File: src/rtl/lr_pkg.sv
`timescale 1ns / 1ps

package lr_pkg;

  // command codes carried in tuser of the input channel
  localparam logic CMD_LOAD = 1'b0;
  localparam logic CMD_STEP = 1'b1;

  // extra bits of the error term over the coordinate width
  localparam int ERR_EXTRA_BITS = 3;

  // rounds a bit count up to whole bytes
  function automatic int byte_pad(input int bits);
    byte_pad = ((bits + 7) / 8) * 8;
  endfunction

endpackage

File: src/rtl/line_rasterizer_top.sv
`timescale 1ns / 1ps
// path: input stage register holds the beat, the result register its pixel
// throughput: one beat per cycle, loads and steps alike, and one pixel per cycle,
//   while the output is drained; the step engine updates the error with each pixel
// reset: synchronous active-low rst_n empties both stages and ends any active line
// no clearing pass; the block takes beats in the first cycle after reset

module line_rasterizer_top #(
  parameter int COORD_BITS = 11
) (
  input  logic clk,
  input  logic rst_n,
  // input channel
  input  logic in_tvalid,
  output logic in_tready,
  input  logic in_tuser,   // command
  input  logic [lr_pkg::byte_pad(4*COORD_BITS)-1:0] in_tdata,
                           // start_x, start_y, end_x, end_y, zero pad
  // result channel
  output logic out_tvalid,
  input  logic out_tready,
  output logic out_tlast,  // last_pixel
  output logic [lr_pkg::byte_pad(2*COORD_BITS)-1:0] out_tdata
                           // pixel_x, pixel_y, zero pad
);

  localparam int CB       = COORD_BITS;
  localparam int OUT_BITS = lr_pkg::byte_pad(2*COORD_BITS);

  logic            item_valid;
  logic            item_take;
  logic            item_cmd;
  logic [4*CB-1:0] item_coords;
  logic [CB-1:0]   res_x;
  logic [CB-1:0]   res_y;

  // input register stage
  lr_in_stage #(
    .COORD_BITS (COORD_BITS)
  ) u_in_stage (
    .clk       (clk),
    .rst_n     (rst_n),
    .up_valid  (in_tvalid),
    .up_ready  (in_tready),
    .up_cmd    (in_tuser),
    .up_coords (in_tdata[4*CB-1:0]),
    .dn_valid  (item_valid),
    .dn_take   (item_take),
    .dn_cmd    (item_cmd),
    .dn_coords (item_coords)
  );

  // line state and result register
  lr_engine #(
    .COORD_BITS (COORD_BITS)
  ) u_engine (
    .clk         (clk),
    .rst_n       (rst_n),
    .item_valid  (item_valid),
    .item_take   (item_take),
    .item_cmd    (item_cmd),
    .item_coords (item_coords),
    .res_valid   (out_tvalid),
    .res_ready   (out_tready),
    .res_x       (res_x),
    .res_y       (res_y),
    .res_last    (out_tlast)
  );

  // pack result beat
  assign out_tdata = OUT_BITS'({res_y, res_x});

endmodule

File: src/rtl/lr_in_stage.sv
`timescale 1ns / 1ps

module lr_in_stage #(
  parameter int COORD_BITS = 11
) (
  input  logic                    clk,
  input  logic                    rst_n,
  // upstream side
  input  logic                    up_valid,
  output logic                    up_ready,
  input  logic                    up_cmd,
  input  logic [4*COORD_BITS-1:0] up_coords,   // start_x, start_y, end_x, end_y
  // downstream side
  output logic                    dn_valid,
  input  logic                    dn_take,
  output logic                    dn_cmd,
  output logic [4*COORD_BITS-1:0] dn_coords
);

  logic                    valid_r;
  logic                    valid_nxt;
  logic                    cmd_r;
  logic [4*COORD_BITS-1:0] coords_r;

  // free when empty or being drained this cycle
  assign up_ready  = !valid_r || dn_take;
  assign valid_nxt = up_ready ? up_valid : valid_r;

  // valid bit
  always_ff @(posedge clk) begin
    if (!rst_n) begin
      valid_r <= 1'b0;
    end else begin
      valid_r <= valid_nxt;
    end
  end

  // item payload
  always_ff @(posedge clk) begin
    if (up_ready && up_valid) begin
      cmd_r    <= up_cmd;
      coords_r <= up_coords;
    end
  end

  assign dn_valid  = valid_r;
  assign dn_cmd    = cmd_r;
  assign dn_coords = coords_r;

endmodule

File: src/rtl/lr_engine.sv
`timescale 1ns / 1ps

module lr_engine #(
  parameter int COORD_BITS = 11
) (
  input  logic                    clk,
  input  logic                    rst_n,
  // registered item
  input  logic                    item_valid,
  output logic                    item_take,
  input  logic                    item_cmd,
  input  logic [4*COORD_BITS-1:0] item_coords,  // start_x, start_y, end_x, end_y
  // result register
  output logic                    res_valid,
  input  logic                    res_ready,
  output logic [COORD_BITS-1:0]   res_x,
  output logic [COORD_BITS-1:0]   res_y,
  output logic                    res_last
);

  localparam int CB = COORD_BITS;
  localparam int EB = COORD_BITS + lr_pkg::ERR_EXTRA_BITS;

  // line state
  logic                 busy_r, busy_nxt;
  logic [CB-1:0]        cur_x_r, cur_x_nxt;
  logic [CB-1:0]        cur_y_r, cur_y_nxt;
  logic [CB-1:0]        major_end_r, major_end_nxt;
  logic [CB-1:0]        delta_major_r, delta_major_nxt;
  logic [CB-1:0]        delta_minor_r, delta_minor_nxt;
  logic signed [EB-1:0] err_r, err_nxt;
  logic                 x_major_r, x_major_nxt;
  logic                 minor_dec_r, minor_dec_nxt;

  // result register
  logic          out_v_r, out_v_nxt;
  logic [CB-1:0] out_x_r, out_x_nxt;
  logic [CB-1:0] out_y_r, out_y_nxt;
  logic          out_last_r, out_last_nxt;

  // load-side terms
  logic [CB-1:0] sx, sy, ex, ey;
  logic [CB-1:0] dx, dy;
  logic          ld_x_major, ld_swap;
  logic [CB-1:0] x1, y1, x2, y2;
  logic [CB-1:0] ld_dmaj, ld_dmin;

  // step-side terms
  logic          fire;
  logic [CB-1:0] major_cur;
  logic          last;
  logic [CB-1:0] minor_cur, minor_moved;

  assign sx = item_coords[0*CB +: CB];
  assign sy = item_coords[1*CB +: CB];
  assign ex = item_coords[2*CB +: CB];
  assign ey = item_coords[3*CB +: CB];

  // result slot free when empty or taken this cycle
  assign item_take = !out_v_r || res_ready;
  assign fire      = item_valid && item_take;

  // endpoint ordering and deltas
  always_comb begin
    dx         = (sx > ex) ? (sx - ex) : (ex - sx);
    dy         = (sy > ey) ? (sy - ey) : (ey - sy);
    ld_x_major = (dy < dx);
    ld_swap    = ld_x_major ? (sx > ex) : (sy > ey);
    x1         = ld_swap ? ex : sx;
    y1         = ld_swap ? ey : sy;
    x2         = ld_swap ? sx : ex;
    y2         = ld_swap ? sy : ey;
    ld_dmaj    = ld_x_major ? dx : dy;
    ld_dmin    = ld_x_major ? dy : dx;
  end

  // step terms
  always_comb begin
    major_cur   = x_major_r ? cur_x_r : cur_y_r;
    last        = (major_cur == major_end_r);
    minor_cur   = x_major_r ? cur_y_r : cur_x_r;
    minor_moved = minor_dec_r ? (minor_cur - CB'(1)) : (minor_cur + CB'(1));
  end

  // next state and next result
  always_comb begin
    busy_nxt        = busy_r;
    cur_x_nxt       = cur_x_r;
    cur_y_nxt       = cur_y_r;
    major_end_nxt   = major_end_r;
    delta_major_nxt = delta_major_r;
    delta_minor_nxt = delta_minor_r;
    err_nxt         = err_r;
    x_major_nxt     = x_major_r;
    minor_dec_nxt   = minor_dec_r;
    out_v_nxt       = item_take ? 1'b0 : out_v_r;
    out_x_nxt       = out_x_r;
    out_y_nxt       = out_y_r;
    out_last_nxt    = out_last_r;

    if (fire) begin
      if (item_cmd == lr_pkg::CMD_LOAD) begin
        // new line replaces any line in progress
        busy_nxt        = 1'b1;
        x_major_nxt     = ld_x_major;
        major_end_nxt   = ld_x_major ? x2 : y2;
        delta_major_nxt = ld_dmaj;
        delta_minor_nxt = ld_dmin;
        minor_dec_nxt   = ld_x_major ? (y2 < y1) : (x2 < x1);
        cur_x_nxt       = x1;
        cur_y_nxt       = y1;
        err_nxt         = (signed'(EB'(ld_dmin)) <<< 1) - signed'(EB'(ld_dmaj));
      end else if (busy_r) begin
        // emit current pixel
        out_v_nxt    = 1'b1;
        out_x_nxt    = cur_x_r;
        out_y_nxt    = cur_y_r;
        out_last_nxt = last;
        if (last) begin
          busy_nxt = 1'b0;
        end else begin
          // advance major axis, maybe minor axis
          if (x_major_r) begin
            cur_x_nxt = cur_x_r + CB'(1);
          end else begin
            cur_y_nxt = cur_y_r + CB'(1);
          end
          if (!err_r[EB-1]) begin
            if (x_major_r) begin
              cur_y_nxt = minor_moved;
            end else begin
              cur_x_nxt = minor_moved;
            end
            err_nxt = err_r + (signed'(EB'(delta_minor_r)) <<< 1)
                      - (signed'(EB'(delta_major_r)) <<< 1);
          end else begin
            err_nxt = err_r + (signed'(EB'(delta_minor_r)) <<< 1);
          end
        end
      end
    end
  end

  // control registers
  always_ff @(posedge clk) begin
    if (!rst_n) begin
      busy_r  <= 1'b0;
      out_v_r <= 1'b0;
    end else begin
      busy_r  <= busy_nxt;
      out_v_r <= out_v_nxt;
    end
  end

  // line and result payload
  always_ff @(posedge clk) begin
    cur_x_r       <= cur_x_nxt;
    cur_y_r       <= cur_y_nxt;
    major_end_r   <= major_end_nxt;
    delta_major_r <= delta_major_nxt;
    delta_minor_r <= delta_minor_nxt;
    err_r         <= err_nxt;
    x_major_r     <= x_major_nxt;
    minor_dec_r   <= minor_dec_nxt;
    out_x_r       <= out_x_nxt;
    out_y_r       <= out_y_nxt;
    out_last_r    <= out_last_nxt;
  end

  assign res_valid = out_v_r;
  assign res_x     = out_x_r;
  assign res_y     = out_y_r;
  assign res_last  = out_last_r;

endmodule
File: config.mk
export PLATFORM = sky130hd
export DESIGN_NAME = line_rasterizer_top
export DESIGN_NICKNAME = d
export VERILOG_FILES = /design/src/rtl/lr_pkg.sv /design/src/rtl/line_rasterizer_top.sv /design/src/rtl/lr_in_stage.sv /design/src/rtl/lr_engine.sv
export SDC_FILE = /design/constraint.sdc
export NUM_CORES = 1
export LEC_CHECK = 0
export BUFFER_PORTS_ARGS = -buffer_cell sky130_fd_sc_hd__buf_2
export CORE_MARGIN = 4
export CORE_UTILIZATION = 40
export DETAILED_ROUTE_END_ITERATION = 12
export PLACE_DENSITY = 0.62
export SYNTH_ARGS = -nofsm -noshare
export SYNTH_HDL_FRONTEND = slang
export SYNTH_SLANG_ARGS = --single-unit
File: constraint.sdc
create_clock -name clk -period 8.2 [get_ports clk]
set_input_delay 0.82 -clock clk [delete_from_list [all_inputs] [get_ports clk]]
set_output_delay 0.82 -clock clk [all_outputs]
set_load 0.005 [all_outputs]
==> flow_summary.toml <==
[drt]
firstDrtPassIters = 5
vias_per_cell = 5.48
wl_per_cell_um = 17.0
routed_wl_um = 28200
antenna_left = 0
drc = 0
drtIter0Drc = 798
vias = 9071

[sta]
drv_slew = 0
fmax_ghz = 0.129
skew_ns = 0.0113
tns_ns = 0
rsz0062_at_grt = "no"
final_hold_viol_count = 0
finalCritPeriodShare_pct = 94.7
fin_ws_ns = 0.437
finalCriticalPeriod_ns = 7.76
finalSetupViolCount = 0
max_slew.worst_pin.slew_ns = 1.16
maxSlewHeadroom_pct = 22.9

[global_route]
grt_pass1_wl_um = 44300
antenna_found_initial = 0
track_usage_pct = 18.0
grt_overflow_total = 0
grt_pass1_vias = 8415
grt_max_degree = 63

[clock_network]
numCtsBuffers = 17
cts-root-buf = "clkbuf_16"
cts.clk_slew.worst_paths_ns = 0.07
cts_sinks = 141
htreeDepth = 4
clkLatencyLatePin_ns = 0.43
cts_tree = "yes"
clk_path_buf_depth = 2
ctsHoldBuffers = 0

[critical_path]
crit_top_cell = "a21o_1"
required_ns = 8.35
cp-start-kind = "flip-flop"
critPathMaxStageDelay_ns = 0.55
path_class = "flip-flop to flip-flop"
arrival_ns = 7.92
crit_fanout = 8
crit_slowest_cell = "xnor2_1"
end_kind = "flip-flop"

[run_status]
status = "completed"

[synthesis]
netlist_area_um2 = 11300
syn_inst = 1212
avgSynthCellArea_um2 = 9.30
synthFlopType = "edfxtp_1"
synth-seq-cells = 141
synth_cell_types = 87
yosysWarnings = 0
synthArstFlopShare_pct = 0
synth_edf_count = 138
yosysSeqAreaShare_pct = 37.3

[floorplan]
coreArea_um2 = 27800
start_util_pct = 40.6
die_h_um = 176
io_pins = 80
dieArea_um2 = 30900
die_x_um = 176
core.rowCount = 61

[min_path]
min_path_type = "flip-flop to flip-flop"

[final_layout]
antenna_cells = 0
layout.cells.non_filler = 1655
drive_gt1_share_pct = 14.2
nFillCells = 2732
post-route-util_pct = 45.6
syn_to_final_growth_pct = 12.4
final_area_um2 = 12700
final_nets = 1416

[placement]
dp.cells = 1623
dp_slack_ns = 0.289
port-buffer-count = 73
place_congestion = 0.915
placedInstanceArea_um2 = 12000
hpwl_um = 21500

[power]
p_leak_nw = 5.22
ir_drop_mv = 0.325
power.density_nw_per_um2 = 376

[run]
max-cap-violations = 0
==> stage by stage <==
stage	hold WS, ns	power [mW]
after floorplan	0.424	3.23
after global placement	0.520	3.85
after detailed placement	0.513	3.90
after CTS	0.529	4.70
after global routing	0.547	5.13
final	0.528	4.76
==> where the power goes <==
part	internal, mW	leakage (nW)	switching (mW)
registers	0.986	1.31	0.0613
clock network	0.478	0.281	0.309
logic	1.14	3.63	1.78
==> flip-flops by register name (all words and copies together), names as in the netlist, 11 cells and up <==
name / count
u_engine.res_y: 11
u_in_stage.dn_coords: 44
u_engine.delta_minor_r: 11
u_engine.delta_major_r: 11
u_engine.res_x: 11
u_engine.major_end_r: 11
u_engine.cur_x_r: 11
u_engine.cur_y_r: 11
u_engine.err_r: 13
==> layer usage <==
metal / vias to the layer above / GRT usage (%) / part of all wire (%)
met2: 256 / 28.2 / 44
li1: 4510 / - / -
met4: 0 / 4.45 / 1.2
met3: 22 / 2.67 / 5.3
met1: 4283 / 26.4 / 49
met5: - / 0 / 0
==> synthesized netlist by cell type, drive strengths merged, types with 14 or more instances <==
cell | n | area share (%)
nand3 | 31 | 1.4
edfxtp | 138 | 37
nor2 | 93 | 3.1
inv | 99 | 3.3
xor2 | 24 | 1.9
mux2 | 18 | 1.8
nor3 | 23 | 1.0
ha | 90 | 10
o21ai | 76 | 3.4
nor2b | 14 | 0.78
clkbuf | 31 | 1.0
o21bai | 16 | 1.1
xnor2 | 49 | 3.9
a211oi | 24 | 1.7
nand2 | 103 | 3.4
buf | 26 | 1.3
a21o | 36 | 2.4
a21oi | 106 | 4.9
mux2i | 37 | 3.4
a31oi | 18 | 1.1
==> final timing paths <==
check                            from                  to  slack [ns]  cells past startpoint
max          u_in_stage.dn_coords[19]  u_engine.err_r[10]        0.44                     33
min              u_engine.cur_y_r[10]  u_engine.res_y[10]        0.53                      0
max reg2reg  u_in_stage.dn_coords[19]  u_engine.err_r[10]        0.44                     33
min reg2reg      u_engine.cur_y_r[10]  u_engine.res_y[10]        0.53                      0
==> worst max-delay path: cells and delay by family, from the launching register on <==
kind	cells	cell delay, ns
compound gates	17	3.24
xor+xnor	2	0.73
fa+ha+maj	3	1.15
buf+inv	4	0.47
flops	1	0.40
mux	1	0.26
simple gates	6	1.21
==> cell families after synthesis <==
logic type               count (synthesis)  share of synthesized area, %
AO/OA/AOI/OAI                          358                          20.9
AND/OR/NAND/NOR                        328                          13.7
buffers and inverters                  158                          5.67
flip-flops                             141                          37.3
adder cells (fa/ha/maj)                 98                          11.4
XOR/XNOR                                73                          5.74
multiplexers                            55                          5.23
other                                    1                        0.0333
==> what timing repair did <==
item,in CTS,in global routing
endpoints found under the hold margin,0,0
setup buffers,0,1
endpoints found under the setup margin,0,4
resized for setup,0,14
==> placed cells by master (no fill, tap or decap), drive strengths merged, types with 8 or more instances in the layout <==
cell	synthesis	routed
edfxtp	138	138
a21oi	106	106
nand2	103	103
inv	99	102
nor2	93	93
ha	90	90
buf	26	90
o21ai	76	76
xnor2	49	49
mux2i	37	37
a21o	36	36
nand3	31	31
xor2	24	24
a211oi	24	24
nor3	23	23
mux2	18	18
a31oi	18	18
clkbuf	31	18
o21bai	16	16
nor2b	14	14
o211ai	12	12
and3	11	11
or3	9	9
o21a	9	9
nand4	8	8
fa	8	8
==> area by class of cell <==
class                      count  area (um^2)  area share, %
multi-input combinational    914         6530           51.5
timing repair buffer          90          493           3.89
sequential                   141         4200           33.2
tap                          378          473           3.73
clock inverter                13          165           1.30
clock buffer                  18          429           3.39
inverter                     101          379           2.99
No activity file was read; power rests on OpenSTA's default activity.
